<file path="config.mk">
export PLATFORM = sky130hd
export DESIGN_NAME = motion_command_text_parser_flat
export DESIGN_NICKNAME = d
export VERILOG_FILES = /design/src/hdl/mctp_pkg.sv /design/src/hdl/mctp_channels.sv /design/src/hdl/mctp_parser.sv /design/src/hdl/mctp_rsp_fifo.sv /design/src/hdl/motion_command_text_parser.sv /design/src/flat_wrapper.sv
export SDC_FILE = /design/constraint.sdc
export NUM_CORES = 1
export LEC_CHECK = 0
export ABC_CLOCK_PERIOD_IN_PS = 12900
export BUFFER_PORTS_ARGS = -buffer_cell sky130_fd_sc_hd__buf_2
export CAP_MARGIN = 0
export CORE_UTILIZATION = 55
export DETAILED_ROUTE_END_ITERATION = 8
export HOLD_SLACK_MARGIN = 0.05
export PLACE_DENSITY = 0.7
export SETUP_SLACK_MARGIN = 0.3
export SLEW_MARGIN = 20
export SYNTH_ARGS = -nofsm -noshare
export SYNTH_HDL_FRONTEND = slang
export SYNTH_SLANG_ARGS = --single-unit
</file>
<file path="constraint.sdc">
create_clock -name clock -period 12.9 [get_ports clock]
set_input_delay 0.645 -clock clock [delete_from_list [all_inputs] [get_ports clock]]
set_output_delay 0.645 -clock clock [all_outputs]
set_load 0.01 [all_outputs]
</file>
<file path="src/hdl/mctp_pkg.sv">
`default_nettype none

package mctp_pkg;

   // Characters that steer the parser.
   localparam logic [7:0] CHAR_NUL    = 8'h00;
   localparam logic [7:0] CHAR_BANG   = 8'h21;
   localparam logic [7:0] CHAR_COMMA  = 8'h2C;
   localparam logic [7:0] CHAR_MINUS  = 8'h2D;
   localparam logic [7:0] CHAR_ZERO   = 8'h30;
   localparam logic [7:0] CHAR_NINE   = 8'h39;
   localparam logic [7:0] CHAR_SERVO_A  = 8'h61;
   localparam logic [7:0] CHAR_SERVO_B  = 8'h62;
   localparam logic [7:0] CHAR_TRAIN    = 8'h74;
   localparam logic [7:0] CHAR_ORIENT   = 8'h6F;
   localparam logic [7:0] CHAR_SCREW    = 8'h73;
   localparam logic [7:0] CHAR_THRESH   = 8'h54;

   // Target codes; each one is also its bit position in the set mask.
   localparam logic [2:0] TGT_SERVO_A   = 3'd0;
   localparam logic [2:0] TGT_SERVO_B   = 3'd1;
   localparam logic [2:0] TGT_TRAIN     = 3'd2;
   localparam logic [2:0] TGT_ORIENT    = 3'd3;
   localparam logic [2:0] TGT_SCREW     = 3'd4;
   localparam logic [2:0] TGT_THRESHOLD = 3'd5;

   // Clamp limits, compared against the signed 16-bit number.
   localparam logic signed [15:0] DUR_MIN   = 16'sd1;
   localparam logic signed [15:0] DUR_MAX   = 16'sd5000;
   localparam logic signed [15:0] SERVO_MIN = 16'sd10;
   localparam logic signed [15:0] SERVO_MAX = 16'sd33;
   localparam logic signed [15:0] VEL_MIN   = -16'sd127;
   localparam logic signed [15:0] VEL_MAX   = 16'sd127;
   localparam logic signed [15:0] THR_MIN   = 16'sd0;
   localparam logic signed [15:0] THR_MAX   = 16'sd255;

   localparam logic [3:0] ERR_MAX = 4'd15;

   // Result queue geometry.
   localparam int RSP_DEPTH = 4;
   localparam int RSP_PTR_W = $clog2(RSP_DEPTH);
   localparam int RSP_CNT_W = RSP_PTR_W + 1;

   typedef struct packed {
      logic [12:0]     duration;
      logic            report;
      logic [5:0]      mask;
      logic [5:0]      pos_a;
      logic [5:0]      pos_b;
      logic [2:0][7:0] vel;
      logic [7:0]      threshold;
      logic [3:0]      errors;
   } mctp_action_type;

   typedef struct packed {
      logic [12:0]        duration_ms;
      logic               report;
      logic [5:0]         set_mask;
      logic [5:0]         servo_a_pos;
      logic [5:0]         servo_b_pos;
      logic signed [7:0]  train_velocity;
      logic signed [7:0]  orient_velocity;
      logic signed [7:0]  screw_velocity;
      logic [7:0]         cutoff_threshold;
      logic [3:0]         error_count;
      logic               final_action;
   } mctp_result_type;

   // Up to two results leave the parser for one byte.
   typedef struct packed {
      logic [1:0]      count;
      mctp_result_type first;
      mctp_result_type second;
   } mctp_push_type;

   typedef struct packed {
      logic not_empty;
      logic room;
   } mctp_fifo_status_type;

   function automatic mctp_action_type add_error(mctp_action_type a);
      mctp_action_type r;
      r = a;
      if (a.errors != ERR_MAX) r.errors = a.errors + 4'd1;
      return r;
   endfunction

   function automatic logic signed [15:0] number_value(logic [15:0] acc, logic neg);
      logic [15:0] u;
      u = neg ? 16'(16'd0 - acc) : acc;
      return $signed(u);
   endfunction

   function automatic logic out_of_range(logic signed [15:0] v, logic signed [15:0] lo,
                                         logic signed [15:0] hi);
      return (v < lo) || (v > hi);
   endfunction

   function automatic logic signed [15:0] clamp16(logic signed [15:0] v,
                                                  logic signed [15:0] lo,
                                                  logic signed [15:0] hi);
      logic signed [15:0] r;
      r = v;
      if (v < lo) r = lo;
      else if (v > hi) r = hi;
      return r;
   endfunction

   function automatic mctp_action_type apply_duration(mctp_action_type a,
                                                      logic signed [15:0] v);
      mctp_action_type r;
      logic signed [15:0] c;
      r = a;
      c = clamp16(v, DUR_MIN, DUR_MAX);
      if (out_of_range(v, DUR_MIN, DUR_MAX)) r = add_error(r);
      r.duration = c[12:0];
      return r;
   endfunction

   function automatic mctp_action_type apply_value(mctp_action_type a, logic [2:0] tgt,
                                                   logic signed [15:0] v);
      mctp_action_type r;
      logic signed [15:0] lo;
      logic signed [15:0] hi;
      logic signed [15:0] c;
      r = a;
      unique case (tgt)
         TGT_SERVO_A, TGT_SERVO_B: begin
            lo = SERVO_MIN;
            hi = SERVO_MAX;
         end
         TGT_TRAIN, TGT_ORIENT, TGT_SCREW: begin
            lo = VEL_MIN;
            hi = VEL_MAX;
         end
         default: begin
            lo = THR_MIN;
            hi = THR_MAX;
         end
      endcase
      c = clamp16(v, lo, hi);
      if (out_of_range(v, lo, hi)) r = add_error(r);
      unique case (tgt)
         TGT_SERVO_A: begin
            r.pos_a = c[5:0];
            r.mask[TGT_SERVO_A] = 1'b1;
         end
         TGT_SERVO_B: begin
            r.pos_b = c[5:0];
            r.mask[TGT_SERVO_B] = 1'b1;
         end
         TGT_TRAIN: begin
            r.vel[0] = c[7:0];
            r.mask[TGT_TRAIN] = 1'b1;
         end
         TGT_ORIENT: begin
            r.vel[1] = c[7:0];
            r.mask[TGT_ORIENT] = 1'b1;
         end
         TGT_SCREW: begin
            r.vel[2] = c[7:0];
            r.mask[TGT_SCREW] = 1'b1;
         end
         default: begin
            r.threshold = c[7:0];
            r.mask[TGT_THRESHOLD] = 1'b1;
         end
      endcase
      return r;
   endfunction

   function automatic mctp_result_type make_result(mctp_action_type a, logic last);
      mctp_result_type r;
      r.duration_ms      = a.duration;
      r.report           = a.report;
      r.set_mask         = a.mask;
      r.servo_a_pos      = a.pos_a;
      r.servo_b_pos      = a.pos_b;
      r.train_velocity   = $signed(a.vel[0]);
      r.orient_velocity  = $signed(a.vel[1]);
      r.screw_velocity   = $signed(a.vel[2]);
      r.cutoff_threshold = a.threshold;
      r.error_count      = a.errors;
      r.final_action     = last;
      return r;
   endfunction

endpackage

`default_nettype wire

</file>
<file path="src/hdl/mctp_channels.sv">
`default_nettype none

interface mctp_req_if;
   logic       valid;
   logic       ready;
   logic [7:0] data_byte;
   logic       last_byte;

   modport source (output valid, output data_byte, output last_byte, input ready);
   modport sink (input valid, input data_byte, input last_byte, output ready);
endinterface

interface mctp_rsp_if;
   logic              valid;
   logic              ready;
   logic [12:0]       duration_ms;
   logic              report;
   logic [5:0]        set_mask;
   logic [5:0]        servo_a_pos;
   logic [5:0]        servo_b_pos;
   logic signed [7:0] train_velocity;
   logic signed [7:0] orient_velocity;
   logic signed [7:0] screw_velocity;
   logic [7:0]        cutoff_threshold;
   logic [3:0]        error_count;
   logic              final_action;

   modport source (output valid, output duration_ms, output report, output set_mask,
                   output servo_a_pos, output servo_b_pos, output train_velocity,
                   output orient_velocity, output screw_velocity,
                   output cutoff_threshold, output error_count, output final_action,
                   input ready);
   modport sink (input valid, input duration_ms, input report, input set_mask,
                 input servo_a_pos, input servo_b_pos, input train_velocity,
                 input orient_velocity, input screw_velocity,
                 input cutoff_threshold, input error_count, input final_action,
                 output ready);
endinterface

`default_nettype wire

</file>
<file path="src/hdl/mctp_parser.sv">
`default_nettype none

module mctp_parser import mctp_pkg::*; (
   input  logic          clock,
   input  logic          reset,
   input  logic          byte_take,
   input  logic [7:0]    data_byte,
   input  logic          last_byte,
   output mctp_push_type push
);

   typedef enum logic [2:0] {
      PH_DUR_SIGN,
      PH_DUR_DIGITS,
      PH_VAL_SIGN,
      PH_VAL_DIGITS,
      PH_AFTER,
      PH_DONE
   } phase_type;

   phase_type       phase_ff, phase_in;
   logic [15:0]     accum_ff, accum_in;
   logic            neg_ff, neg_in;
   logic [2:0]      target_ff, target_in;
   mctp_action_type action_ff, action_in;

   // State after the byte itself, before any end-of-datagram flush.
   phase_type       ph_a;
   logic [15:0]     acc_a;
   logic            neg_a;
   logic [2:0]      tgt_a;
   mctp_action_type act_a;
   mctp_action_type act_pre;
   logic            emit_v;
   logic            emit_final;
   mctp_action_type emit_act;
   logic            do_peek;
   logic            do_target;

   logic            is_digit;
   logic [3:0]      digit_off;
   logic [15:0]     acc_step;
   logic signed [15:0] cur_val;
   logic signed [15:0] flush_val;

   logic            tgt_hit;
   logic            tgt_bang;
   logic [2:0]      tgt_code;

   logic            flush_emit;
   mctp_action_type flush_act;
   mctp_result_type res_a;
   mctp_result_type res_b;

   assign is_digit  = (data_byte >= CHAR_ZERO) && (data_byte <= CHAR_NINE);
   assign digit_off = 4'(data_byte - CHAR_ZERO);
   assign acc_step  = (accum_ff << 3) + (accum_ff << 1) + {12'd0, digit_off};
   assign cur_val   = number_value(accum_ff, neg_ff);
   assign flush_val = number_value(acc_a, neg_a);

   always_comb begin
      tgt_hit  = 1'b1;
      tgt_bang = 1'b0;
      tgt_code = TGT_SERVO_A;
      unique case (data_byte)
         CHAR_BANG: begin
            tgt_hit  = 1'b0;
            tgt_bang = 1'b1;
         end
         CHAR_SERVO_A: tgt_code = TGT_SERVO_A;
         CHAR_SERVO_B: tgt_code = TGT_SERVO_B;
         CHAR_TRAIN:   tgt_code = TGT_TRAIN;
         CHAR_ORIENT:  tgt_code = TGT_ORIENT;
         CHAR_SCREW:   tgt_code = TGT_SCREW;
         CHAR_THRESH:  tgt_code = TGT_THRESHOLD;
         default:      tgt_hit  = 1'b0;
      endcase
   end

   // One byte through the phase machine.
   always_comb begin
      ph_a       = phase_ff;
      acc_a      = accum_ff;
      neg_a      = neg_ff;
      tgt_a      = target_ff;
      act_a      = action_ff;
      act_pre    = action_ff;
      emit_v     = 1'b0;
      emit_final = 1'b0;
      emit_act   = action_ff;
      do_peek    = 1'b0;
      do_target  = 1'b0;

      unique case (phase_ff)
         PH_DUR_SIGN, PH_DUR_DIGITS: begin
            if (phase_ff == PH_DUR_SIGN && data_byte == CHAR_MINUS) begin
               neg_a = 1'b1;
               ph_a  = PH_DUR_DIGITS;
            end else if (is_digit) begin
               acc_a = acc_step;
               ph_a  = PH_DUR_DIGITS;
            end else begin
               act_pre   = apply_duration(action_ff, cur_val);
               acc_a     = '0;
               neg_a     = 1'b0;
               do_target = 1'b1;
            end
         end
         PH_VAL_SIGN, PH_VAL_DIGITS: begin
            if (phase_ff == PH_VAL_SIGN && data_byte == CHAR_MINUS) begin
               neg_a = 1'b1;
               ph_a  = PH_VAL_DIGITS;
            end else if (is_digit) begin
               acc_a = acc_step;
               ph_a  = PH_VAL_DIGITS;
            end else begin
               act_pre = apply_value(action_ff, target_ff, cur_val);
               acc_a   = '0;
               neg_a   = 1'b0;
               do_peek = 1'b1;
            end
         end
         PH_AFTER: do_peek = 1'b1;
         default: ;
      endcase

      if (do_peek || do_target) act_a = act_pre;

      // A point where an action may end or the next target may start.
      if (do_peek) begin
         if (data_byte == CHAR_NUL) begin
            emit_v     = 1'b1;
            emit_final = 1'b1;
            emit_act   = act_pre;
            ph_a       = PH_DONE;
         end else if (data_byte == CHAR_COMMA) begin
            emit_v   = 1'b1;
            emit_act = act_pre;
            act_a    = '0;
            acc_a    = '0;
            neg_a    = 1'b0;
            ph_a     = PH_DUR_SIGN;
         end else begin
            do_target = 1'b1;
         end
      end

      if (do_target) begin
         if (tgt_bang) begin
            act_a.report = 1'b1;
            ph_a         = PH_AFTER;
         end else if (tgt_hit) begin
            tgt_a = tgt_code;
            acc_a = '0;
            neg_a = 1'b0;
            ph_a  = PH_VAL_SIGN;
         end else begin
            act_a = add_error(act_pre);
            ph_a  = PH_AFTER;
         end
      end
   end

   // End of datagram: the last byte closes whatever is open and emits the final action.
   always_comb begin
      flush_emit = 1'b0;
      flush_act  = act_a;
      unique case (ph_a)
         PH_DUR_SIGN, PH_DUR_DIGITS: begin
            flush_act  = add_error(apply_duration(act_a, flush_val));
            flush_emit = last_byte;
         end
         PH_VAL_SIGN, PH_VAL_DIGITS: begin
            flush_act  = apply_value(act_a, tgt_a, flush_val);
            flush_emit = last_byte;
         end
         PH_AFTER: flush_emit = last_byte;
         default: ;
      endcase
   end

   assign res_a = make_result(emit_act, emit_final);
   assign res_b = make_result(flush_act, 1'b1);

   always_comb begin
      push.count  = byte_take ? ({1'b0, emit_v} + {1'b0, flush_emit}) : 2'd0;
      push.first  = emit_v ? res_a : res_b;
      push.second = res_b;
   end

   always_comb begin
      if (last_byte) begin
         phase_in  = PH_DUR_SIGN;
         accum_in  = '0;
         neg_in    = 1'b0;
         target_in = TGT_SERVO_A;
         action_in = '0;
      end else begin
         phase_in  = ph_a;
         accum_in  = acc_a;
         neg_in    = neg_a;
         target_in = tgt_a;
         action_in = act_a;
      end
   end

   always_ff @(posedge clock) begin
      if (reset) begin
         phase_ff  <= PH_DUR_SIGN;
         accum_ff  <= '0;
         neg_ff    <= 1'b0;
         target_ff <= TGT_SERVO_A;
         action_ff <= '0;
      end else if (byte_take) begin
         phase_ff  <= phase_in;
         accum_ff  <= accum_in;
         neg_ff    <= neg_in;
         target_ff <= target_in;
         action_ff <= action_in;
      end
   end

endmodule

`default_nettype wire

</file>
<file path="src/hdl/mctp_rsp_fifo.sv">
`default_nettype none

module mctp_rsp_fifo import mctp_pkg::*; (
   input  logic                 clock,
   input  logic                 reset,
   input  mctp_push_type        push,
   input  logic                 pop,
   output mctp_result_type      head,
   output mctp_fifo_status_type status
);

   mctp_result_type        mem [RSP_DEPTH];
   logic [RSP_PTR_W-1:0]   wr_ptr_ff, wr_ptr_in;
   logic [RSP_PTR_W-1:0]   rd_ptr_ff, rd_ptr_in;
   logic [RSP_CNT_W-1:0]   count_ff, count_in;
   logic [RSP_PTR_W-1:0]   wr_next;

   assign wr_next   = wr_ptr_ff + RSP_PTR_W'(1);
   assign wr_ptr_in = wr_ptr_ff + RSP_PTR_W'(push.count);
   assign rd_ptr_in = rd_ptr_ff + RSP_PTR_W'(pop);
   assign count_in  = count_ff + RSP_CNT_W'(push.count) - RSP_CNT_W'(pop);

   assign head             = mem[rd_ptr_ff];
   assign status.not_empty = (count_ff != '0);
   // Room for the worst case of two results from one byte.
   assign status.room      = (count_ff <= RSP_CNT_W'(RSP_DEPTH - 2));

   always_ff @(posedge clock) begin
      if (push.count != 2'd0) mem[wr_ptr_ff] <= push.first;
      if (push.count == 2'd2) mem[wr_next] <= push.second;
   end

   always_ff @(posedge clock) begin
      if (reset) begin
         wr_ptr_ff <= '0;
         rd_ptr_ff <= '0;
         count_ff  <= '0;
      end else begin
         wr_ptr_ff <= wr_ptr_in;
         rd_ptr_ff <= rd_ptr_in;
         count_ff  <= count_in;
      end
   end

endmodule

`default_nettype wire

</file>
<file path="src/hdl/motion_command_text_parser.sv">
// Motion command text parser.
// The req_chan channel carries the text payload of an enqueue command, one byte
// per transfer, with last_byte marking the final byte of the datagram. The
// rsp_chan channel carries one transfer per parsed action: duration, report
// flag, set mask, servo positions, motor velocities, cutoff threshold, error
// count and a final-action flag.
// Every byte is handled in the cycle of its transfer: the phase update, the
// multiply by ten of the 16-bit accumulator and the clamping all sit between
// the parser state registers and a four-entry result queue. The byte that
// completes an action writes it into the queue, so the block takes one byte
// per cycle while the queue has room. A byte can complete two actions (a
// separator followed by the end of the datagram); the queue then drains them
// one per cycle while the receiver is ready, and req_chan.ready is low while
// fewer than two queue entries are free. When the receiver stalls, the queue
// fills and req_chan.ready drops; the shown result holds until it is taken.
// Reset empties the queue and returns the parser to the start of a duration
// with an empty action; the parser also returns there after every final byte.
`default_nettype none

module motion_command_text_parser import mctp_pkg::*; (
   input  logic              clock,
   input  logic              reset,
   mctp_req_if.sink          req_chan,
   mctp_rsp_if.source        rsp_chan
);

   mctp_push_type        push;
   mctp_result_type      head;
   mctp_fifo_status_type status;
   logic                 byte_take;
   logic                 rsp_take;

   // A byte transfer only happens when the queue can absorb two results.
   assign req_chan.ready = status.room;
   assign byte_take      = req_chan.valid && status.room;
   assign rsp_take       = status.not_empty && rsp_chan.ready;

   mctp_parser u_parser (
      .clock     (clock),
      .reset     (reset),
      .byte_take (byte_take),
      .data_byte (req_chan.data_byte),
      .last_byte (req_chan.last_byte),
      .push      (push)
   );

   mctp_rsp_fifo u_rsp_fifo (
      .clock  (clock),
      .reset  (reset),
      .push   (push),
      .pop    (rsp_take),
      .head   (head),
      .status (status)
   );

   assign rsp_chan.valid            = status.not_empty;
   assign rsp_chan.duration_ms      = head.duration_ms;
   assign rsp_chan.report           = head.report;
   assign rsp_chan.set_mask         = head.set_mask;
   assign rsp_chan.servo_a_pos      = head.servo_a_pos;
   assign rsp_chan.servo_b_pos      = head.servo_b_pos;
   assign rsp_chan.train_velocity   = head.train_velocity;
   assign rsp_chan.orient_velocity  = head.orient_velocity;
   assign rsp_chan.screw_velocity   = head.screw_velocity;
   assign rsp_chan.cutoff_threshold = head.cutoff_threshold;
   assign rsp_chan.error_count      = head.error_count;
   assign rsp_chan.final_action     = head.final_action;

endmodule

`default_nettype wire

</file>
<file path="src/flat_wrapper.sv">
// flat-port wrapper written by rule: the top's interface ports become plain ports
module motion_command_text_parser_flat import mctp_pkg::*;
  (clock, reset, req_chan_valid, req_chan_data_byte, req_chan_last_byte, req_chan_ready, rsp_chan_valid, rsp_chan_duration_ms, rsp_chan_report, rsp_chan_set_mask, rsp_chan_servo_a_pos, rsp_chan_servo_b_pos, rsp_chan_train_velocity, rsp_chan_orient_velocity, rsp_chan_screw_velocity, rsp_chan_cutoff_threshold, rsp_chan_error_count, rsp_chan_final_action, rsp_chan_ready);
  mctp_req_if req_chan_i ();
  mctp_rsp_if rsp_chan_i ();
  input  logic clock;
  input  logic reset;
  input wire logic [$bits(req_chan_i.valid)-1:0] req_chan_valid;
  input wire logic [$bits(req_chan_i.data_byte)-1:0] req_chan_data_byte;
  input wire logic [$bits(req_chan_i.last_byte)-1:0] req_chan_last_byte;
  output wire logic [$bits(req_chan_i.ready)-1:0] req_chan_ready;
  output wire logic [$bits(rsp_chan_i.valid)-1:0] rsp_chan_valid;
  output wire logic [$bits(rsp_chan_i.duration_ms)-1:0] rsp_chan_duration_ms;
  output wire logic [$bits(rsp_chan_i.report)-1:0] rsp_chan_report;
  output wire logic [$bits(rsp_chan_i.set_mask)-1:0] rsp_chan_set_mask;
  output wire logic [$bits(rsp_chan_i.servo_a_pos)-1:0] rsp_chan_servo_a_pos;
  output wire logic [$bits(rsp_chan_i.servo_b_pos)-1:0] rsp_chan_servo_b_pos;
  output wire logic [$bits(rsp_chan_i.train_velocity)-1:0] rsp_chan_train_velocity;
  output wire logic [$bits(rsp_chan_i.orient_velocity)-1:0] rsp_chan_orient_velocity;
  output wire logic [$bits(rsp_chan_i.screw_velocity)-1:0] rsp_chan_screw_velocity;
  output wire logic [$bits(rsp_chan_i.cutoff_threshold)-1:0] rsp_chan_cutoff_threshold;
  output wire logic [$bits(rsp_chan_i.error_count)-1:0] rsp_chan_error_count;
  output wire logic [$bits(rsp_chan_i.final_action)-1:0] rsp_chan_final_action;
  input wire logic [$bits(rsp_chan_i.ready)-1:0] rsp_chan_ready;
  assign req_chan_i.valid = req_chan_valid;
  assign req_chan_i.data_byte = req_chan_data_byte;
  assign req_chan_i.last_byte = req_chan_last_byte;
  assign req_chan_ready = req_chan_i.ready;
  assign rsp_chan_valid = rsp_chan_i.valid;
  assign rsp_chan_duration_ms = rsp_chan_i.duration_ms;
  assign rsp_chan_report = rsp_chan_i.report;
  assign rsp_chan_set_mask = rsp_chan_i.set_mask;
  assign rsp_chan_servo_a_pos = rsp_chan_i.servo_a_pos;
  assign rsp_chan_servo_b_pos = rsp_chan_i.servo_b_pos;
  assign rsp_chan_train_velocity = rsp_chan_i.train_velocity;
  assign rsp_chan_orient_velocity = rsp_chan_i.orient_velocity;
  assign rsp_chan_screw_velocity = rsp_chan_i.screw_velocity;
  assign rsp_chan_cutoff_threshold = rsp_chan_i.cutoff_threshold;
  assign rsp_chan_error_count = rsp_chan_i.error_count;
  assign rsp_chan_final_action = rsp_chan_i.final_action;
  assign rsp_chan_i.ready = rsp_chan_ready;
  motion_command_text_parser u_core (.clock(clock), .reset(reset), .req_chan(req_chan_i), .rsp_chan(rsp_chan_i));
endmodule
</file>
======== After elaboration in Yosys (flattened, before gate mapping) ========
Memory sizes are Yosys's and may differ from the RTL's. A register that Yosys moved wholly into a read port is not among the register bits.
Cells that the tools add are included.
word-level totals
  memories kept ........................... 1
  register bits ........................... 98
  memory bits (writable) .................. 276
cells by class
  $add $sub $neg .......................... 15
  $lt $le $gt $ge ......................... 11
  eq/ne operators ......................... 30
  mux-type cells .......................... 134
  reduce and logical (&&, ||, !) cells .... 29
memory list
  name                   words  width  read ports  clocked after Yosys merged registers in  wr ports  RTL line             RTL
  u_core.u_rsp_fifo.mem  4      69     1           1                                        2         mctp_rsp_fifo.sv:12  mctp_result_type mem [RSP_DEPTH];
operator list
  operator                                                                 count
  68-bit two-way mux                                                       12
  16-bit two-way mux                                                       20
  68-bit case mux with 2 select lines                                      2
  54-bit two-way mux                                                       3
  8-bit two-way mux                                                        12
  16-bit case mux with 2 select lines                                      3
  69-bit two-way mux                                                       1
  13-bit two-way mux                                                       5
  55-bit two-way mux                                                       1
  8-bit by 7-bit == test with 1-bit output (second input constant)         6
  3-bit two-way mux                                                        15
  1-bit two-way mux                                                        40
  16-bit by 14-bit > comparator with 1-bit output (second input constant)  2
  16-bit > comparator                                                      2
  16-bit < comparator                                                      2
  16-bit by 2-bit < comparator with 1-bit output (second input constant)   2
  4-bit two-way mux                                                        8
  8-bit case mux with 2 select lines                                       2
  1-bit by 16-bit subtractor with 16-bit output (first input constant)     2
  3-bit by 2-bit == test with 1-bit output (second input constant)         8
  8-bit by 6-bit == test with 1-bit output (second input constant)         3
  16-bit adder                                                             1
  16-bit by 4-bit adder with 16-bit output                                 1
  4-bit by 1-bit adder with 4-bit output (second input constant)           4
  30 further kinds                                                         62

======== Logic depth before layout (Yosys ltp) ========
  depth in word-level cells ............... 28
  gate-level depth with buffers ........... 36

======== By module ========
Synthesis repeated with hierarchy kept, for this count alone.
unflattened totals
  cells, all modules ...................... 2,190
  area total of the unflattened synthesis .. 24,181.9 µm²
modules (own cells, without submodules)
  module                      times used  cells each  seq. area each (µm²)  area an instance (µm²)
  mctp_rsp_fifo               1           711         8,428.1               13,703.1
  mctp_parser                 1           1,477       1,821.7               10,466.3
  motion_command_text_parser  1           2           0.0                   12.5

======== Worst setup path before layout ========
Ideal clock, no wire load.
  path kind ............................... reg-to-reg
  start point ............................. register u_core.u_parser.accum_ff[0]
  end point ............................... memory u_core.u_rsp_fifo.mem[0][1] (netlist bit) (data pin)
  period minus slack after synthesis ...... 7.045 ns
  arrival ................................. 6.774 ns
  setup slack ............................. 5.855 ns
  stages on the path, launching flop included .. 36
  path buffers ............................ 3
  required time ........................... 12.629 ns
  cell sequence ........................... dfxtp_1 > clkbuf_1 > inv_1 > ha_1 > or4b_1 > buf_2 > or3_1 > o21ai_0 > xnor2_1 > inv_1 > ha_1 > nand4_1 > nor3_1 > nand4_1 > o21ai_0 > a21oi_1 > a31o_2 > xnor2_1 > inv_1 > ha_1 > inv_1 > o41a_1 > mux2_4 > inv_1 > ha_1 > nand3_1 > nand2_1 > mux2_1 > ha_1 > buf_4 > and2_1 > a2bb2oi_1 > o211ai_1 > a21boi_1 > xnor2_1 > o22ai_1
RTL lines
  what                      RTL line             RTL
  start: declaration        mctp_parser.sv:22    logic [15:0] accum_ff, accum_in;
  start signal: assignment  mctp_parser.sv:216   accum_ff <= accum_in;
  end: declaration          mctp_rsp_fifo.sv:12

==> results.md <==
- Status: finished clean
- Final setup vio count: 0
- Top cells by area, synth: edfxtp_1 35%, dfxtp_1 8.7%, mux4_2 6.6%
- Synth-to-Final Area Change: 9.00%
- Bufs and invs on worst path: 4
- Clock Path Buffers: 3
- RSZ-0062 raised after global routing: no
- Setup TNS: 0 ns
- Hold Crit Class: input pin to flop
- R2r endpoint: u_core.u_rsp_fifo.mem[3][1]
- Vias in the first global route: 20,013
- Die area: 0.0433 sq mm
- Crit path capture: u_core.u_rsp_fifo.mem[3][1]
- DR DRC count: 0
- Crit path largest cell delay: between 0.7 and 0.8 ns
- Gate Count Post-Synth: 2,306
- CP Launch Type: flop
- Max rail drop VDD: 114 uV
- Ys Warns: 0
- Switch share: 0.298
- Routed WL per cell: 27.5 um
- Number of cells on the critical path: 30
- EDFF count, synth: between 200 and 300
- Fill count: 3,430
- Floorplan Core Area: 0.0419 sq mm
- Combinational fraction of design power: 0.220
- GPL Wtd Cong: 1.01
- Port buffer count: 83
- Async set or reset register ratio after synthesis: 0
- Dominant cell type by area after synthesis: edfxtp_1
- Syn avg cell area: 10.1 sq um
- Period utilisation layout: 0.661
- Initial Utilization: 0.557
- Min cycle time layout: 8.53 ns
- Reg2reg start: u_core.u_parser.accum_ff[0]
- Commonest register cell after synthesis: edfxtp_1
- DR vias: 20,786
- Detailed Routing Iterations Pass 1: 6
- Starting DRC count in detailed routing: 2,748
- TritonCTS buffer count: 42
- Routed vias/inst: 7.25
- Top-count cell post-synth: edfxtp_1
- PostCTS Resize Cnt: 0
- Clock Power Share: 0.358
- Critical path's top delay family: compound AO/OA/AOI/OAI gates
- Nets: 2,385
- Skew final: 0.0188 ns
- Cts hold-fix bufs: 0
- WP data required: 13.17 ns
- Worst skew pair latency: 0.58 ns
- Power Dens Cells: 129 mW/mm^2
- Max_cap viols: 0
- CP max FO: 15
- Share of cells above drive strength 1: 0.161
- CTS H-tree lvls: 2
- Peak Freq: around 120 MHz
- Reg clk slew, reported paths: ~0.060 ns
- GRT overflow: 0
- First-pass GRT wire length: 120,000 um
- WS Path Type: flop to flop
- WL final: 79,000 um
- Slew Viols, Final: 0
- Slowest-stage cell, CP: o41ai_4
- Net switching power: 0.000976 W
- Reg2Reg Setup Slack: 4.37 ns
- Die X-Extent: 208 um
- Post-synthesis cell area: 0.0234 sq mm
- Final HPWL DP: a little over 50,000 um
- Area taken by multi-input logic gates: 0.0123 sq mm
- Antenna Nets Post-Route: 0
- CP dominant cell by count: ha_1
- WP data arrival: 8.80 ns
- Flops & latches, synth: about 370
- Worst Setup SP: u_core.u_parser.accum_ff[0]
- Final hold vios: 0
- Rows: 75
- Reg power frac: 0.422
- Die span in y: roughly 210 um
- Tot GR Track Use: 0.360
- Top post-synthesis cells by count: 272 x edfxtp_1, 265 x nor2_1, 220 x o22ai_1
- CP endpoint kind: flop
- Share of the synthesized area in the top cell type: 0.350
- Utilization after layout: 0.607
- Root Buffer: clkbuf_16
- Sequential share of the synthesized area: 0.437
- Cell internal pwr: 0.00230 W
- Rel. slew slack: 0.274
- Post CTS Setup Buffer Count: 0
- Initial antenna violation count: 2
- CTS tree: built
- Worst Reg-to-Reg Cells: 30
- CTS Sinks: 374
- Syn Nets: 2,395
- ANT cells: 0
- Leak: between 8 and 9 nW
- Register area: just over 0.01 sq mm
- Worst Max-Slew Pin Slew: between 1 and 1.5 ns
- Total power draw: about 0.0033 W
- Post-synth cell types: 114
- Num ports: 84
- Pin count of the biggest net entering global routing: 82
## placed cells by master (no fill, tap or decap), drive strengths merged, types with 17 or more instances in the layout
cell type  instances
nor2             266
edfxtp           272
o211ai            17
o22ai            222
and2              17
inv               50
mux2i             50
or3               21
o21ai             77
dfxtp            102
xnor2             25
a22oi            112
a21oi            174
nand3             31
ha                73
mux2              32
or2               19
and3              19
a22o              18
clkbuf            62
nand2            128
mux4              69
nor3              40
buf              131
## flip-flops by register name (all words and copies together) (netlist names)
register,flops
u_core.u_parser.phase_ff,3
u_core.u_parser.accum_ff,16
u_core.u_parser.action_ff,68
u_core.u_rsp_fifo.mem,276
u_core.u_parser.target_ff,3
u_core.u_parser.neg_ff,1
u_core.u_rsp_fifo.wr_ptr_ff,2
u_core.u_rsp_fifo.count_ff,3
u_core.u_rsp_fifo.rd_ptr_ff,2
## worst reg2reg max path: cells and delay by family (launching register included)
family          cells  cell delay (ns)
simple gates        5             1.42
fa+ha+maj           5             1.48
xor+xnor            2             0.48
mux                 3             0.88
flops               1             0.48
compound gates     11             2.87
buf+inv             4             0.63
## cells by family (layout without fill, tap and decap cells)
group / count (synthesis) / in the layout / share of synthesized area
compound gates: 794 / 794 / 0.230
xor+xnor: 39 / 39 / 0.0149
fa+ha+maj: 76 / 76 / 0.0417
buf+inv: 233 / 256 / 0.0424
flops: 374 / 374 / 0.437
mux: 151 / 151 / 0.103
simple gates: 639 / 639 / 0.130
## power groups by stage
stage                     logic (W)  registers, W  clock network [W]
final                      0.000721       0.00138            0.00117
after global routing       0.000767       0.00139            0.00122
after CTS                  0.000715       0.00138            0.00117
after global placement     0.000705       0.00141                  0
after floorplan            0.000508       0.00137                  0
after detailed placement   0.000711       0.00141                  0
## through the flow
stage	setup WS [ns]	std cells	area [sq um]	hold slack, ns
2_1_floorplan	5.86	2306	23400	0.429
3_3_place_gp	4.72	2791	24200	0.440
3_5_place_dp	4.53	2791	24200	0.450
4_1_cts	4.49	2868	25500	0.392
5_1_grt	3.89	2868	25500	0.406
6_report	4.37	2868	25500	0.411
## cell type report
type	count	share of cell area
Clock buffer	62	0.0462
Sequential cell	374	0.401
Timing Repair Buffer	131	0.0306
Clock inverter	15	0.00511
Multi-Input combinational cell	1699	0.483
Inverter	48	0.00707
Tap cell	539	0.0265
## routing by layer
metal | GRT usage | up-vias | routed length, um
met5 | 0 | - | 23
met4 | 0.146 | 4 | 2910
met3 | 0.0812 | 248 | 9830
met2 | 0.552 | 1443 | 35100
met1 | 0.495 | 10058 | 31100
li1 | - | 9033 | -
## worst min-delay path by stage
| stage | depth (start not counted) | to | slack, ns | startpoint |
|---|---|---|---|---|
| 6_report | 2 | u_core.u_rsp_fifo.rd_ptr_ff[1] | 0.41 | reset |
| 2_1_floorplan | 2 | u_core.u_parser.action_ff[48] | 0.43 | u_core.u_parser.action_ff[48] |
| 4_1_cts | 2 | u_core.u_rsp_fifo.wr_ptr_ff[1] | 0.39 | reset |
| 5_1_grt | 2 | u_core.u_rsp_fifo.count_ff[1] | 0.41 | reset |
| 3_3_place_gp | 2 | u_core.u_parser.action_ff[48] | 0.44 | u_core.u_parser.action_ff[48] |
| 3_5_place_dp | 2 | u_core.u_parser.action_ff[48] | 0.45 | u_core.u_parser.action_ff[48] |
(Power assumes the default switching activity.)
